`src/sv/atc_pkg.sv`:
```
// Shared constants and controller/datapath interface types for the ADC temperature text block.
package atc_pkg;

  // Field widths.
  localparam int SAMPLE_W = 10;
  localparam int BYTE_W   = 8;
  localparam int PROD_W   = 19;
  localparam int DEG_W    = 9;
  localparam int DIGIT_W  = 4;
  localparam int POS_W    = 2;

  // Scaling constants: degrees = floor(sample * 500 / 1023).
  localparam logic [8:0]        SCALE_NUM = 9'd500;
  localparam logic [10:0]       SCALE_DEN = 11'd1023;

  // ASCII codes.
  localparam logic [BYTE_W-1:0] ASCII_ZERO    = 8'd48;
  localparam logic [BYTE_W-1:0] ASCII_NEWLINE = 8'd10;

  // Character positions within one sample's text.
  localparam logic [POS_W-1:0] POS_HUNDREDS = 2'd0;
  localparam logic [POS_W-1:0] POS_TENS     = 2'd1;
  localparam logic [POS_W-1:0] POS_ONES     = 2'd2;
  localparam logic [POS_W-1:0] POS_NEWLINE  = 2'd3;

  // Commands from the controller to the datapath.
  typedef struct packed {
    logic load;     // capture the input sample
    logic mul;      // form sample * 500
    logic div;      // divide the product by 1023
    logic split;    // break degrees into decimal digits
    logic advance;  // move to the next character
  } dp_cmd_t;

  // Status from the datapath to the controller.
  typedef struct packed {
    logic at_newline;  // the current character is the closing newline
  } dp_stat_t;

endpackage

```
`src/sv/adc_temperature_to_ascii_core.sv`:
```
// Top level of the ADC temperature sample to ASCII decimal text converter.
//
//   channel | direction | handshake          | payload
//   in_     | input     | in_valid/in_stall   | in_adc_sample[9:0]
//   out_    | output    | out_valid/out_stall | out_text_byte[7:0], out_last_byte
//
// A request is taken when in_valid is high and in_stall is low. The controller then
// steps through the multiply, the divide by 1023 and the digit split states; then two
// to four bytes leave one per cycle while out_stall is low, from the digit registers.
// The next request is taken once the newline has been delivered. Reset (rst_n low,
// synchronous) returns the controller to idle.
module adc_temperature_to_ascii_core (
  input  logic                         clk,
  input  logic                         rst_n,
  input  logic                         in_valid,
  output logic                         in_stall,
  input  logic [atc_pkg::SAMPLE_W-1:0] in_adc_sample,
  output logic                         out_valid,
  input  logic                         out_stall,
  output logic [atc_pkg::BYTE_W-1:0]   out_text_byte,
  output logic                         out_last_byte
);
  import atc_pkg::*;

  dp_cmd_t  cmd;
  dp_stat_t stat;

  // Sequencing.
  atc_ctrl u_ctrl (
    .clk       (clk),
    .rst_n     (rst_n),
    .in_valid  (in_valid),
    .in_stall  (in_stall),
    .out_valid (out_valid),
    .out_stall (out_stall),
    .stat      (stat),
    .cmd       (cmd)
  );

  // Arithmetic and character selection.
  atc_dp u_dp (
    .clk           (clk),
    .rst_n         (rst_n),
    .cmd           (cmd),
    .stat          (stat),
    .in_adc_sample (in_adc_sample),
    .out_text_byte (out_text_byte),
    .out_last_byte (out_last_byte)
  );

endmodule

```
`src/sv/atc_ctrl.sv`:
```
// Controller state machine that sequences scaling, digit split and byte output.
module atc_ctrl (
  input  logic             clk,
  input  logic             rst_n,
  input  logic             in_valid,
  output logic             in_stall,
  output logic             out_valid,
  input  logic             out_stall,
  input  atc_pkg::dp_stat_t stat,
  output atc_pkg::dp_cmd_t  cmd
);
  import atc_pkg::*;

  localparam logic [2:0] ST_IDLE  = 3'd0;
  localparam logic [2:0] ST_MUL   = 3'd1;
  localparam logic [2:0] ST_DIV   = 3'd2;
  localparam logic [2:0] ST_SPLIT = 3'd3;
  localparam logic [2:0] ST_EMIT  = 3'd4;

  logic [2:0] state_r;
  logic [2:0] state_nxt;
  logic       out_take;

  assign in_stall  = (state_r != ST_IDLE);
  assign out_valid = (state_r == ST_EMIT);
  assign out_take  = out_valid && !out_stall;

  // Next state and datapath commands.
  always_comb begin
    state_nxt   = state_r;
    cmd         = '0;
    case (state_r)
      ST_IDLE: begin
        if (in_valid) begin
          cmd.load  = 1'b1;
          state_nxt = ST_MUL;
        end
      end
      ST_MUL: begin
        cmd.mul   = 1'b1;
        state_nxt = ST_DIV;
      end
      ST_DIV: begin
        cmd.div   = 1'b1;
        state_nxt = ST_SPLIT;
      end
      ST_SPLIT: begin
        cmd.split = 1'b1;
        state_nxt = ST_EMIT;
      end
      ST_EMIT: begin
        if (out_take) begin
          if (stat.at_newline) begin
            state_nxt = ST_IDLE;
          end else begin
            cmd.advance = 1'b1;
          end
        end
      end
      default: begin
        state_nxt = ST_IDLE;
      end
    endcase
  end

  // State register.
  always_ff @(posedge clk) begin
    if (!rst_n) begin
      state_r <= ST_IDLE;
    end else begin
      state_r <= state_nxt;
    end
  end

endmodule

```
`src/sv/atc_dp.sv`:
```
// Datapath: exact integer scaling, decimal digit split and character selection.
module atc_dp (
  input  logic                         clk,
  input  logic                         rst_n,
  input  atc_pkg::dp_cmd_t             cmd,
  output atc_pkg::dp_stat_t            stat,
  input  logic [atc_pkg::SAMPLE_W-1:0] in_adc_sample,
  output logic [atc_pkg::BYTE_W-1:0]   out_text_byte,
  output logic                         out_last_byte
);
  import atc_pkg::*;

  logic [SAMPLE_W-1:0] sample_r;
  logic [PROD_W-1:0]   prod_r;
  logic [DEG_W-1:0]    deg_r;
  logic [DIGIT_W-1:0]  hund_r;
  logic [DIGIT_W-1:0]  tens_r;
  logic [DIGIT_W-1:0]  ones_r;
  logic [POS_W-1:0]    pos_r;

  logic [PROD_W-1:0]   prod_nxt;
  logic [8:0]          quo_hi;
  logic [9:0]          quo_lo;
  logic [10:0]         wrap_sum;
  logic [DEG_W-1:0]    deg_nxt;
  logic [DIGIT_W-1:0]  hund_nxt;
  logic [DIGIT_W-1:0]  tens_nxt;
  logic [DIGIT_W-1:0]  ones_nxt;
  logic [6:0]          rem100;
  logic [6:0]          rem10;
  logic [POS_W-1:0]    pos_first;

  // Product sample * 500 fits in 19 bits.
  assign prod_nxt = PROD_W'(sample_r) * PROD_W'(SCALE_NUM);

  // Division by 1023: with p = 1024*a + b, p = 1023*a + (a + b), and a + b stays
  // below twice the divisor, so one compare finishes the quotient.
  assign quo_hi   = prod_r[PROD_W-1:10];
  assign quo_lo   = prod_r[9:0];
  assign wrap_sum = 11'(quo_hi) + 11'(quo_lo);
  assign deg_nxt  = quo_hi + DEG_W'(wrap_sum >= SCALE_DEN);

  // Decimal split by threshold compares on the narrow degree value.
  always_comb begin
    hund_nxt = '0;
    for (int i = 1; i <= 5; i++) begin
      if (deg_r >= DEG_W'(i * 100)) begin
        hund_nxt = DIGIT_W'(i);
      end
    end
    rem100 = 7'(deg_r - DEG_W'(hund_nxt) * DEG_W'(100));
    tens_nxt = '0;
    for (int j = 1; j <= 9; j++) begin
      if (rem100 >= 7'(j * 10)) begin
        tens_nxt = DIGIT_W'(j);
      end
    end
    rem10    = rem100 - 7'(tens_nxt) * 7'(10);
    ones_nxt = rem10[DIGIT_W-1:0];
  end

  // The first character skips leading zeros.
  always_comb begin
    if (hund_nxt != '0) begin
      pos_first = POS_HUNDREDS;
    end else if (tens_nxt != '0) begin
      pos_first = POS_TENS;
    end else begin
      pos_first = POS_ONES;
    end
  end

  // Payload registers.
  always_ff @(posedge clk) begin
    if (cmd.load) begin
      sample_r <= in_adc_sample;
    end
    if (cmd.mul) begin
      prod_r <= prod_nxt;
    end
    if (cmd.div) begin
      deg_r <= deg_nxt;
    end
    if (cmd.split) begin
      hund_r <= hund_nxt;
      tens_r <= tens_nxt;
      ones_r <= ones_nxt;
    end
  end

  // Character pointer.
  always_ff @(posedge clk) begin
    if (!rst_n) begin
      pos_r <= POS_NEWLINE;
    end else if (cmd.split) begin
      pos_r <= pos_first;
    end else if (cmd.advance) begin
      pos_r <= pos_r + POS_W'(1);
    end
  end

  // Output character for the current position.
  always_comb begin
    case (pos_r)
      POS_HUNDREDS: out_text_byte = ASCII_ZERO + BYTE_W'(hund_r);
      POS_TENS:     out_text_byte = ASCII_ZERO + BYTE_W'(tens_r);
      POS_ONES:     out_text_byte = ASCII_ZERO + BYTE_W'(ones_r);
      default:      out_text_byte = ASCII_NEWLINE;
    endcase
  end

  assign out_last_byte   = (pos_r == POS_NEWLINE);
  assign stat.at_newline = out_last_byte;

endmodule

```
`config.mk`:
```
export PLATFORM = sky130hd
export DESIGN_NAME = adc_temperature_to_ascii_core
export DESIGN_NICKNAME = d
export VERILOG_FILES = /design/src/sv/atc_pkg.sv /design/src/sv/adc_temperature_to_ascii_core.sv /design/src/sv/atc_ctrl.sv /design/src/sv/atc_dp.sv
export SDC_FILE = /design/constraint.sdc
export NUM_CORES = 1
export LEC_CHECK = 0
export BUFFER_PORTS_ARGS = -buffer_cell sky130_fd_sc_hd__buf_2
export CORE_UTILIZATION = 40
export CTS_CLUSTER_DIAMETER = 50
export DETAILED_ROUTE_END_ITERATION = 16
export PLACE_DENSITY = 0.61
export SYNTH_ARGS = -nofsm -noshare
export SYNTH_HDL_FRONTEND = slang
export SYNTH_SLANG_ARGS = --single-unit
```
`constraint.sdc`:
```
create_clock -name clk -period 9.48 [get_ports clk]
set_input_delay 1.896 -clock clk [delete_from_list [all_inputs] [get_ports clk]]
set_output_delay 1.896 -clock clk [all_outputs]
set_load 0.01 [all_outputs]
```
; Word-level counts from Yosys, hierarchy flattened
; Index checks and enable logic that the tools add are counted.
[totals]
ff_bits = 53
out_inout_bits = 11
elab_cells = 84
[op_classes]
n_addsub = 8
multipliers = 3
magnitude_cmp = 15
eq_ne = 10
mux = 31
reduce_logical = 9
[ops]
columns = cell, n
row1 = greater-or-equal comparator 9 bit (second input constant), 3
row2 = two-way mux 3 bit, 9
row3 = case mux 8 bit (3 select lines), 1
row4 = adder 6 x 4 -> 7 bit (first input constant), 3
row5 = greater-or-equal comparator 7 x 6 -> 1 bit (second input constant), 3
row6 = greater-or-equal comparator 7 bit (second input constant), 3
row7 = multiplier 10 x 7 -> 17 bit (second input constant), 1
row8 = two-way mux 2 bit, 8
row9 = case mux 3 bit (5 select lines), 1
row10 = greater-or-equal comparator 7 x 5 -> 1 bit (second input constant), 2
row11 = adder 9 x 10 -> 11 bit, 1
row12 = greater-or-equal comparator 11 x 10 -> 1 bit (second input constant), 1
row13 = two-way mux 1 bit, 10
row14 = adder 9 x 1 -> 9 bit, 1
row15 = greater-or-equal comparator 9 x 7 -> 1 bit (second input constant), 1
row16 = greater-or-equal comparator 9 x 8 -> 1 bit (second input constant), 1
row17 = two-way mux 4 bit, 2
row18 = nonzero test 4 bit, 2
row19 = greater-or-equal comparator 7 x 4 -> 1 bit (second input constant), 1
row20 = subtractor 7 bit, 1
row21 = equality test 3 x 2 -> 1 bit (second input constant), 2
row22 = != test 2 bit (second input constant), 3
row23 = multiplier 3 x 5 -> 5 bit (second input constant), 1
row24 = equality test 2 bit (second input constant), 2
row25 = 13 further kinds, 13

; Longest topological paths before layout
; Gate-level depths: netlist (run 1).
[logic_depth]
word_depth = 22
ltp_mapped = 19
depth_no_buf = 18

; By module
; Synthesis (run 1) repeated with hierarchy kept, for this count alone.
[unflattened]
hier_cells = 388
area_unflattened_um2 = 4500.6
[by_module_without_submodules]
columns = module, n_inst, cells_per_inst, area_per_inst_um2
row1 = atc_dp, 1, 368, 4304.1
row2 = atc_ctrl, 1, 20, 196.4

; Worst setup path after synthesis (run 1)
; Ideal clock, no wire load.
[synth_timing]
kind = register -> register
startpoint = register u_dp.sample_r[2]
endpoint = register u_dp.prod_r[18] (data pin)
setup_ps = 258
arrival_time_ps = 4146
t_required_ps = 9222
slack_ps = 5076
path_stages_with_launch = 13
n_path_buf = 0
period_less_slack_ps = 4404
cell_sequence = edfxtp_1 -> fa_1 -> inv_1 -> fa_1 -> fa_1 -> inv_1 -> fa_1 -> ha_1 -> or4_1 -> o22ai_1 -> o21ai_0 -> o41a_1 -> xnor2_1
[synth_between]
elab_chain_cells = 1
[synth_rtl]
columns = item, line
row1 = "start, declared", atc_dp.sv:13  ; logic [SAMPLE_W-1:0] sample_r;
row2 = "start signal, assigned", atc_dp.sv:76  ; sample_r <= in_adc_sample;
row3 = multiplier 10 x 7 -> 17 bit, atc_dp.sv:34  ; assign prod_nxt = PROD_W'(sample_r) * PROD_W'(SCALE_NUM);
row4 = via u_dp.prod_nxt[18], atc_dp.sv:21  ; logic [PROD_W-1:0] prod_nxt;
row5 = "end signal, assigned", atc_dp.sv:79  ; prod_r <= prod_nxt;
row6 = "end, declared", atc_dp.sv:14  ; logic [PROD_W-1:0] prod_r;
; The timed path passes the listed nets, and every way through them passes these cells.
; A chain may end at the register's enable or synchronous reset.

; Worst setup path after layout (run 1)
[layout_timing]
startpoint = register u_dp.sample_r[0]
endpoint = register u_dp.prod_r[18] (data pin)
; Same word-level chain as after synthesis.

==> results.txt, run 1 <==
----------------------------------------------------
[Floorplanning]
  Starting Density ... 41.7%
  Floorplan Core Area ... 10400 µm²
  Row count ... 37
  Die ar. ... 11300 µm²
  Die span in y ... 106 µm
  IO Pins ... 25
  Die width ... 106 µm

[Setup path]
  Worst R2R End ... u_dp.prod_r[18]
  Length in cells of the worst reg-to-reg path ... 12
  Launching element of the worst setup path ... u_dp.sample_r[0]
  Reg-to-reg slack, setup ... 4.80 ns
  Critical Setup Path Class ... reg2reg
  Required time at the worst-slack endpoint ... 9.53 ns
  Max Fanout on Critical Path ... 5
  Crit. End Element ... register
  Critical Path AT ... 4.73 ns
  Worst flop-to-flop path startpoint ... u_dp.sample_r[0]
  Critical path startpoint category ... register

[Route]
  Violation count after the first detailed-route iteration ... 138
  Via-to-Cell Ratio ... 5.23
  Final wirelength ... 7340 µm
  Final antenna-violating net count ... 0
  Via count ... 2825
  Detail-routed net length per standard cell ... 13.6 µm
  Post-detailed-route DRC marker count ... 0
  First-pass iteration count of the detailed router ... 6

[Finish]
  Antenna fix cells ... 0
  Layout cells sized above 1 ... 9.65%
  Fin nets ... 510
  Commonest non-fill, non-tap cells in the layout ... sky130_fd_sc_hd__ha_1 (60), sky130_fd_sc_hd__edfxtp_1 (47), sky130_fd_sc_hd__inv_1 (39)
  Leading cell type in the layout, fill and taps excluded ... sky130_fd_sc_hd__ha_1
  Syn-to-layout area delta ... 7.97%
  Multi-input gate area in the final layout ... 2660 µm²
  Sequential cell area ... 1510 µm²
  Final Util ... 45.1%
  Count of fill cells added during filler insertion ... 968

[Pwr]
  Static leakage ... 2.02 nW
  Worst voltage drop across the vdd grid ... 164 µV
  Power per cell area ... 312 nW/µm²

[Logic synthesis]
  Multiplexer share of the synthesized area ... 0.230%
  Top cells by area in the synthesized netlist ... sky130_fd_sc_hd__edfxtp_1 (32%), sky130_fd_sc_hd__ha_1 (17%), sky130_fd_sc_hd__fa_1 (15%)
  Post-synthesis sequential element count ... 52
  Number of flops mapped to enable cells by yosys ... 47
  Main combinational cell family by area after synthesis ... adder cells
  Share of the yosys chip area belonging to registers ... 34.8%
  Top cell type by total area after synthesis ... sky130_fd_sc_hd__edfxtp_1
  Ys Warns ... 0
  Leading register cell type out of synthesis ... sky130_fd_sc_hd__edfxtp_1
  Area share of fa/ha/maj cells after synthesis ... 33.2%
  Mean instance size in the synthesized netlist ... 11.5 µm²
  Area fraction in and, or, nand and nor cells after synthesis ... 9.87%
  Cells after synthesis ... 377
  Share of synthesized flip-flops with an asynchronous set or reset ... 0%
  Post-synthesis share of cell area spent on xor and xnor gates ... 6.36%
  Number of library cell types mapped by synthesis ... 59
  Post-synthesis instance area ... 4350 µm²
  Yosys top cell area share ... 32.5%
  Synthesized-area fraction occupied by ao, oa, aoi and oai cells ... 11.2%

[Clocking]
  Clk Latency, worst-skew pair ... 0.31 ns
  Htree depth ... 2
  Number of clock buffers inserted by TritonCTS ... 5
  CTS tree ... built
  Buffer type at the clock tree root ... sky130_fd_sc_hd__clkbuf_8
  Register clock-pin slew on the reported worst setup and hold paths ... 0.10 ns
  Number of buffers inserted for hold repair after clock tree synthesis ... 0
  Number of setup buffers added after CTS ... 0
  Clock tree sinks ... 52
  Maximum root-to-sink buffer count ... 2
  Post-cts resize count ... 0

[Worst hold path]
  Worst hold path depth ... 0
  Type of the most critical hold path ... reg2reg
  Hold Path End ... u_dp.ones_r[0]
  Hold Path Origin ... u_dp.deg_r[0]

[Placed design]
  HPWL Detailed ... 6160 µm
  Final weighted congestion in routability-driven placement ... 0.884
  Count of buffers inserted at the top-level ports ... 22

[STA]
  Maximum clock frequency ... 214 MHz
  Actual slew at the worst max-slew pin ... 0.873 ns
  Final period demand of the worst path ... 4.68 ns
  Max-slew violation count ... 0
  Setup TNS ... 0 ns
  Final worst path period share ... 49.4%
  Relative max-transition margin ... 41.6%
  Clock Skew ... 0.0120 ns
  Unrepaired setup endpoints after global routing ... no
  Final hold violation count ... 0
  Setup violation total in the final timing report ... 0

[Global routing]
  Busiest layer in global routing ... met2
  Maximum number of pins on one net before global-route repair ... 18
  First-pass GRT wire length ... 12900 µm
  Remaining Overflow, GRT ... 0
  Routing usage on met2 ... 26.7%
  All-layer global routing usage ... 14.4%
  Initial antenna violation count ... 0
  Met1 demand-to-capacity share in global routing ... 16.7%
  Via count of the first global-routing pass ... 2886
  GR Util met3 ... 2.08%

[Job]
  Maximum capacitance violations ... 0

[Run status]
  Status ... finished, final reports clean

----------------------------------------------------
how the worst max path moves through the flow:
| stage | to | slack [ns] |
|---|---|---|
| after floorplan | u_dp.prod_r[18] | 5.08 |
| after global placement | u_dp.prod_r[18] | 4.89 |
| after detailed placement | u_dp.prod_r[18] | 4.81 |
| after CTS | u_dp.prod_r[18] | 4.77 |
| after global routing | u_dp.ones_r[3] | 4.61 |
| final | u_dp.prod_r[18] | 4.80 |
logic make-up (layout without fill, tap and decap cells):
family	after synthesis	count (layout)
other cells	1	2
fa+ha+maj	96	96
buf+inv	45	71
xor+xnor	30	30
simple gates	82	82
compound gates	70	70
flops	52	52
mux	1	1
per-layer routing:
layer | part of all wire, % | up-vias
li1 | - | 1409
met4 | 2.4 | 0
met1 | 43 | 1346
met2 | 53 | 55
met5 | 0 | -
met3 | 2.3 | 15
per-stage QoR:
stage               cell area, µm²  setup WS [ns]  total power (W)  std cells  hold slack, ns
finish                        4690           4.80          0.00147        540           0.435
global route                  4690           4.61          0.00162        540           0.433
CTS                           4690           4.77          0.00148        540           0.434
detailed placement            4610           4.81          0.00135        532           0.426
global placement              4610           4.89          0.00133        532           0.413
floorplan                     4350           5.08          0.00117        378           0.400
where the power goes:
group,switching [W],leakage [nW],internal (W)
logic,0.000491,1.50,0.000440
registers,0.0000480,0.476,0.000362
clock network,0.0000715,0.0412,0.0000518
total,0.000611,2.02,0.000854
cells in the mapped netlist, drive strengths merged (2+ instances only):
library cell	instances
ha	60
edfxtp	47
inv	39
fa	33
nor2	24
xnor2	20
a21oi	15
nand2	15
o21ai	14
xor2	9
a21o	8
nand4	6
o21a	6
buf	5
dfxtp	5
nand3	5
nor3	5
nor3b	5
and3	4
a221oi	3
maj3	3
nor2b	3
o211ai	3
o22ai	3
or3	3
a222oi	2
a22oi	2
and2	2
nand2b	2
nor4	2
o31ai	2
or4	2
critical path, stage by stage (launching register included):
cell and delay, ns:
sky130_fd_sc_hd__edfxtp_1 0.51, sky130_fd_sc_hd__fa_1 0.60, sky130_fd_sc_hd__inv_1 0.06, sky130_fd_sc_hd__fa_1 0.50
sky130_fd_sc_hd__fa_1 0.55, sky130_fd_sc_hd__inv_1 0.06, sky130_fd_sc_hd__fa_1 0.47, sky130_fd_sc_hd__ha_1 0.23
sky130_fd_sc_hd__or4_1 0.52, sky130_fd_sc_hd__o22ai_1 0.25, sky130_fd_sc_hd__o21ai_0 0.19, sky130_fd_sc_hd__o41a_1 0.35
sky130_fd_sc_hd__xnor2_1 0.14
sequential cells by signal (all words and copies together) (netlist names):
signal / cells
u_ctrl.state_r: 3
u_dp.pos_r: 2
u_dp.ones_r: 4
u_dp.hund_r: 3
u_dp.prod_r: 17
u_dp.sample_r: 10
u_dp.deg_r: 9
u_dp.tens_r: 4
cell type report:
| class | count | area share, % |
|---|---|---|
| clock buffers | 6 | 1.55 |
| clock inverters | 2 | 0.267 |
| inverters | 39 | 3.12 |
| multi-input cells | 281 | 56.6 |
| flip-flops and latches | 52 | 32.2 |
| well taps | 136 | 3.62 |
| repair buffers | 24 | 2.67 |
No activity file was read; power rests on OpenSTA's default activity.
==> inputs of run 2 (changes only) <==
- PLACE_DENSITY: 0.61 -> 0.63
- clock period: 9.48 -> 4.2 ns (I/O delays scaled with it)
==> results.txt, run 2 (synthesized netlist as in run 1, its figures left out) <==
----------------------------------------------------
[Run status]
  Status ... finished, final reports clean

[STA]
  Final worst slack ... 0.0328 ns
  Final period demand of the worst path ... 4.17 ns
  Setup violation total in the final timing report ... 0
  Hold slack final ... 0.434 ns
  Unrepaired setup endpoints after global routing ... yes
  Final hold violation count ... 0
  Clock Skew ... 0.0110 ns
  Relative max-transition margin ... 21.5%
  Maximum clock frequency ... 240 MHz
  Max-slew violation count ... 0
  Actual slew at the worst max-slew pin ... 1.17 ns
  Final worst path period share ... 99.2%

[Pwr]
  Part of the total power dissipated in sequential elements ... 22.9%
  Worst voltage drop across the vdd grid ... 402 µV
  Internal power ... 0.00239 W
  Power per cell area ... 763 nW/µm²
  Static leakage ... 2.27 nW
  Combinational Power Share ... 69.1%
  Net switching share of the total power ... 40.0%
  Part of the power in the clock network ... 8.0%
  Switching Power ... 0.00159 W

[Worst hold path]
  Type of the most critical hold path ... reg2reg

[Finish]
  Multi-input gate area in the final layout ... 2810 µm²
  Commonest non-fill, non-tap cells in the layout ... sky130_fd_sc_hd__ha_1 (54), sky130_fd_sc_hd__buf_4 (47), sky130_fd_sc_hd__edfxtp_1 (47)
  Sequential cell area ... 1510 µm²
  Syn-to-layout area delta ... 20.0%
  Count of fill cells added during filler insertion ... 930
  Layout cells sized above 1 ... 25.6%
  Non-filler instance count after layout ... 586
  Final Util ... 50.1%
  Antenna fix cells ... 0
  Largest registers in the final layout ... u_dp.prod_r: 17 flops, u_dp.sample_r: 10 flops, u_dp.deg_r: 9 flops
  Final instance area ... 5220 µm²
  Most flops, register ... u_dp.prod_r
  Leading cell type in the layout, fill and taps excluded ... sky130_fd_sc_hd__ha_1
  Fin nets ... 556
  Flip-flop count of the largest register after layout ... 17

[Global routing]
  Routing usage on met2 ... 28.2%
  Met1 demand-to-capacity share in global routing ... 16.9%
  Maximum number of pins on one net before global-route repair ... 18
  All-layer global routing usage ... 14.7%
  Remaining Overflow, GRT ... 0
  Busiest layer in global routing ... met2
  First-pass GRT wire length ... 13300 µm
  Initial antenna violation count ... 0
  Via count of the first global-routing pass ... 3053
  GR Util met3 ... 2.39%

[Clocking]
  CTS tree ... built
  Number of buffers inserted for hold repair after clock tree synthesis ... 0
  Clock tree sinks ... 52
  Clk Latency, worst-skew pair ... 0.31 ns
  Register clock-pin slew on the reported worst setup and hold paths ... 0.10 ns
  Maximum root-to-sink buffer count ... 2
  Number of clock buffers inserted by TritonCTS ... 5
  Htree depth ... 2
  Buffer type at the clock tree root ... sky130_fd_sc_hd__clkbuf_8

[Placed design]
  HPWL Detailed ... 6420 µm
  Instance area after placement ... 4930 µm²
  Count of buffers inserted at the top-level ports ... 22
  Post-Place Cells ... 569
  Final weighted congestion in routability-driven placement ... 0.873
  Worst setup slack before clock tree synthesis ... -0.0938 ns

[Floorplanning]
  IO Pins ... 25
  Starting Density ... 41.7%
  Die width ... 106 µm
  Die ar. ... 11300 µm²
  Die span in y ... 106 µm
  Row count ... 37
  Floorplan Core Area ... 10400 µm²

[Route]
  Detail-routed net length per standard cell ... 13.5 µm
  Violation count after the first detailed-route iteration ... 78
  Via-to-Cell Ratio ... 5.10
  Final antenna-violating net count ... 0
  Post-detailed-route DRC marker count ... 0
  Via count ... 2989
  First-pass iteration count of the detailed router ... 5
  Final wirelength ... 7930 µm

[Setup path]
  Critical-path cell with the highest stage delay ... sky130_fd_sc_hd__fa_1
  Critical Path, Cell by Cell ... fa_1, fa_1, fa_1, fa_1, ha_2, or4_4, o22ai_4, o21ai_2, o41a_1, xnor2_1
  Cell type with the highest occurrence count on the critical path ... sky130_fd_sc_hd__fa_1
  Critical Path AT ... 4.22 ns
  Critical path startpoint category ... register
  Crit. End Element ... register
  Max Fanout on Critical Path ... 4
  Required time at the worst-slack endpoint ... 4.26 ns
  Critical Setup Path Class ... reg2reg
  Worst path max stage delay ... 0.58 ns

[Job]
  Maximum capacitance violations ... 0

----------------------------------------------------
-- run 2: area by class of cell --
cell class | count | area share [%]
tap | 136 | 3.26
inverter | 39 | 2.81
clock inverter | 2 | 0.240
timing repair buffer | 70 | 9.09
sequential | 52 | 29.0
multi-input combinational | 281 | 53.8
clock buffer | 6 | 1.80
-- run 2: path summary, 6_finish.rpt --
path	start	end	slack [ns]	cells past startpoint
setup / recovery	u_dp.sample_r[3]	u_dp.prod_r[18]	0.03	10
hold / removal	u_dp.deg_r[0]	u_dp.ones_r[0]	0.43	0
hold reg to reg	u_dp.deg_r[0]	u_dp.ones_r[0]	0.43	0
setup reg to reg	u_dp.sample_r[3]	u_dp.prod_r[18]	0.03	10
-- run 2: worst max-delay path: cells and delay by family, from the launching register on --
kind	cells	cell delay, ns
AOI/OAI and AO/OA	3	0.60
xor gates and xnor gates	1	0.13
adders and majority gates	5	2.16
DFF	1	0.49
and+or+nand+nor	1	0.54
-- run 2: repair_timing --
action,CTS,global route
buffers inserted,6,3
setup endpoints to repair,3,5
gates resized for setup,6,22
pin swaps,12,14
-- run 2: routing by layer --
layer,wire [µm],vias up
met2,4360,32
met5,0,-
li1,-,1503
met4,63,0
met3,149,9
met1,3360,1445
-- run 2: through the flow --
| stage | setup TNS [ns] | total power [W] |
|---|---|---|
| global route | -0.218 | 0.00437 |
| detailed placement | -0.178 | 0.00343 |
| finish | 0 | 0.00398 |
| floorplan | 0 | 0.00278 |
| CTS | 0 | 0.00382 |
| global placement | -0.0334 | 0.00336 |
-- run 2: power groups by stage --
stage | Sequential [W] | Combinational (W) | Clock [W]
6_report | 0.000911 | 0.00275 | 0.000318
3_3_place_gp | 0.000922 | 0.00243 | 0
2_1_floorplan | 0.000900 | 0.00188 | 0
5_1_grt | 0.000924 | 0.00311 | 0.000343
3_5_place_dp | 0.000924 | 0.00251 | 0
4_1_cts | 0.000913 | 0.00258 | 0.000331
==> inputs of run 3 (changes only) <==
- CORE_ASPECT_RATIO: default -> 2
- RECOVER_POWER: default -> 50
==> results.txt, run 3 (synthesized netlist as in run 1, its figures left out) <==
----------------------------------------------------
[Global routing]
  Maximum number of pins on one net before global-route repair ... 18
  Via count of the first global-routing pass ... 3338
  Initial antenna violation count ... 0
  Remaining Overflow, GRT ... 0
  First-pass GRT wire length ... 14600 µm
  All-layer global routing usage ... 17.4%

[Clocking]
  Number of clock buffers inserted by TritonCTS ... 5
  Buffer type at the clock tree root ... sky130_fd_sc_hd__clkbuf_16
  Clock tree sinks ... 52
  Htree depth ... 2
  Register clock-pin slew on the reported worst setup and hold paths ... 0.07 ns
  Number of buffers inserted for hold repair after clock tree synthesis ... 0
  Maximum root-to-sink buffer count ... 2
  Clk Latency, worst-skew pair ... 0.29 ns
  CTS tree ... built

[Setup path]
  Reg-to-reg slack, setup ... 0.04 ns
  Crit. End Element ... register
  Worst flop-to-flop path startpoint ... u_dp.sample_r[2]
  Critical Path AT ... 4.20 ns
  Length in cells of the worst reg-to-reg path ... 12
  Critical Setup Path Class ... reg2reg
  Worst R2R End ... u_dp.prod_r[18]
  Max Fanout on Critical Path ... 4
  Required time at the worst-slack endpoint ... 4.24 ns
  Critical path startpoint category ... register

[Route]
  Final wirelength ... 9370 µm
  Post-detailed-route DRC marker count ... 0
  Via count ... 3104
  Final antenna-violating net count ... 0
  Detail-routed net length per standard cell ... 15.7 µm
  Via-to-Cell Ratio ... 5.21
  Violation count after the first detailed-route iteration ... 70
  First-pass iteration count of the detailed router ... 4

[Job]
  Maximum capacitance violations ... 0

[Finish]
  Flip-flop count of the largest register after layout ... 17
  Largest registers in the final layout ... u_dp.prod_r: 17 flops, u_dp.sample_r: 10 flops, u_dp.deg_r: 9 flops
  Most flops, register ... u_dp.prod_r
  Syn-to-layout area delta ... 25.4%
  Count of fill cells added during filler insertion ... 865
  Commonest non-fill, non-tap cells in the layout ... sky130_fd_sc_hd__ha_1 (49), sky130_fd_sc_hd__buf_4 (48), sky130_fd_sc_hd__edfxtp_1 (47)
  Antenna fix cells ... 0
  Non-filler instance count after layout ... 596
  Sequential cell area ... 1510 µm²
  Fin nets ... 565
  Leading cell type in the layout, fill and taps excluded ... sky130_fd_sc_hd__ha_1
  Final Util ... 51.7%
  Multi-input gate area in the final layout ... 2870 µm²
  Layout cells sized above 1 ... 27.9%

[Pwr]
  Worst voltage drop across the vdd grid ... 470 µV
  Power per cell area ... 803 nW/µm²
  Static leakage ... 2.34 nW

[STA]
  Max-slew violation count ... 0
  Actual slew at the worst max-slew pin ... 0.916 ns
  Final period demand of the worst path ... 4.16 ns
  Setup TNS ... 0 ns
  Final hold violation count ... 0
  Unrepaired setup endpoints after global routing ... yes
  Final worst path period share ... 99.1%
  Hold slack final ... 0.424 ns
  Clock Skew ... 0.00273 ns
  Maximum clock frequency ... 240 MHz
  Setup violation total in the final timing report ... 0
  Relative max-transition margin ... 38.9%

[Floorplanning]
  Die span in y ... 149 µm
  Row count ... 53
  Starting Density ... 41.2%
  IO Pins ... 25
  Die ar. ... 11300 µm²
  Floorplan Core Area ... 10500 µm²
  Die width ... 75.7 µm

[Worst hold path]
  Hold Path End ... u_dp.ones_r[0]
  Worst hold path depth ... 0
  Type of the most critical hold path ... reg2reg
  Hold Path Origin ... u_dp.deg_r[0]

[Run status]
  Status ... finished, final reports clean

[Placed design]
  Final weighted congestion in routability-driven placement ... 0.826
  Count of buffers inserted at the top-level ports ... 22
  Post-Place Cells ... 580
  HPWL Detailed ... 7640 µm

----------------------------------------------------
==> run 3: cell types whose count changed in the layout (fill, tap and decap cells not counted), moves of 4 or more <==
cell	before	now
sky130_fd_sc_hd__clkbuf_16	1	5
sky130_fd_sc_hd__ha_1	54	49
sky130_fd_sc_hd__clkbuf_8	5	0
sky130_fd_sc_hd__clkbuf_1	0	5
sky130_fd_sc_hd__buf_6	1	5
sky130_fd_sc_hd__ha_4	2	6
==> run 3: stage by stage <==
stage / total power (W) / setup slack, ns / cell area, µm²
CTS: 0.00420 / -0.00715 / 5290
global route: 0.00474 / -0.105 / 5450
detailed placement: 0.00350 / -0.111 / 5010
floorplan: 0.00278 / 0.00702 / 4400
finish: 0.00438 / 0.0382 / 5450
global placement: 0.00342 / -0.114 / 5010
==> run 3: metal layers <==
layer	vias to the layer above	GRT usage, %	part of all wire, %
met2	59	37.5	63
met4	0	8.52	4.5
li1	1515	-	-
met3	26	2.56	1.9
met5	-	0	0
met1	1504	13.2	30
==> run 3: how the worst max path moves through the flow <==
stage | slack (ns) | cells past startpoint | from | endpoint
after global placement | -0.11 | 16 | u_dp.deg_r[6] | u_dp.ones_r[2]
after detailed placement | -0.11 | 16 | u_dp.deg_r[6] | u_dp.ones_r[2]
after floorplan | 0.007 | 10 | u_dp.sample_r[4] | u_dp.prod_r[18]
after CTS | -0.007 | 18 | u_dp.deg_r[6] | u_dp.ones_r[2]
final | 0.04 | 12 | u_dp.sample_r[2] | u_dp.prod_r[18]
after global routing | -0.11 | 12 | u_dp.sample_r[2] | u_dp.prod_r[18]
==> run 3: power breakdown <==
group	switching (W)	internal, W
combinational	0.00141	0.00147
sequential	0.000108	0.000819
clock	0.000177	0.000401
==> run 3: cell type report <==
| type | count | share of cell area, % |
|---|---|---|
| tap | 137 | 3.14 |
| multi-input combinational | 281 | 52.6 |
| sequential | 52 | 27.7 |
| clock inverter | 3 | 1.65 |
| timing repair buffer | 79 | 9.91 |
| inverter | 39 | 2.68 |
| clock buffer | 5 | 2.29 |
==> run 3: what timing repair did <==
| item | in CTS | in global routing |
|---|---|---|
| buffers inserted | 5 | 3 |
| gates resized for setup | 8 | 35 |
| pin swaps | 9 | 16 |
| cloned | 0 | 0 |
| setup endpoints to repair | 4 | 5 |
==> run 3: worst max-delay path, cell delays in order (launching register included) <==
cell                       delay [ns]
sky130_fd_sc_hd__edfxtp_1        0.48
sky130_fd_sc_hd__fa_1            0.54
sky130_fd_sc_hd__inv_1           0.06
sky130_fd_sc_hd__fa_2            0.52
sky130_fd_sc_hd__fa_1            0.42
sky130_fd_sc_hd__inv_2           0.08
sky130_fd_sc_hd__fa_2            0.44
sky130_fd_sc_hd__ha_2            0.19
sky130_fd_sc_hd__or4_4           0.43
sky130_fd_sc_hd__o22ai_4         0.13
sky130_fd_sc_hd__o21ai_2         0.09
sky130_fd_sc_hd__o41a_1          0.38
sky130_fd_sc_hd__xnor2_1         0.13
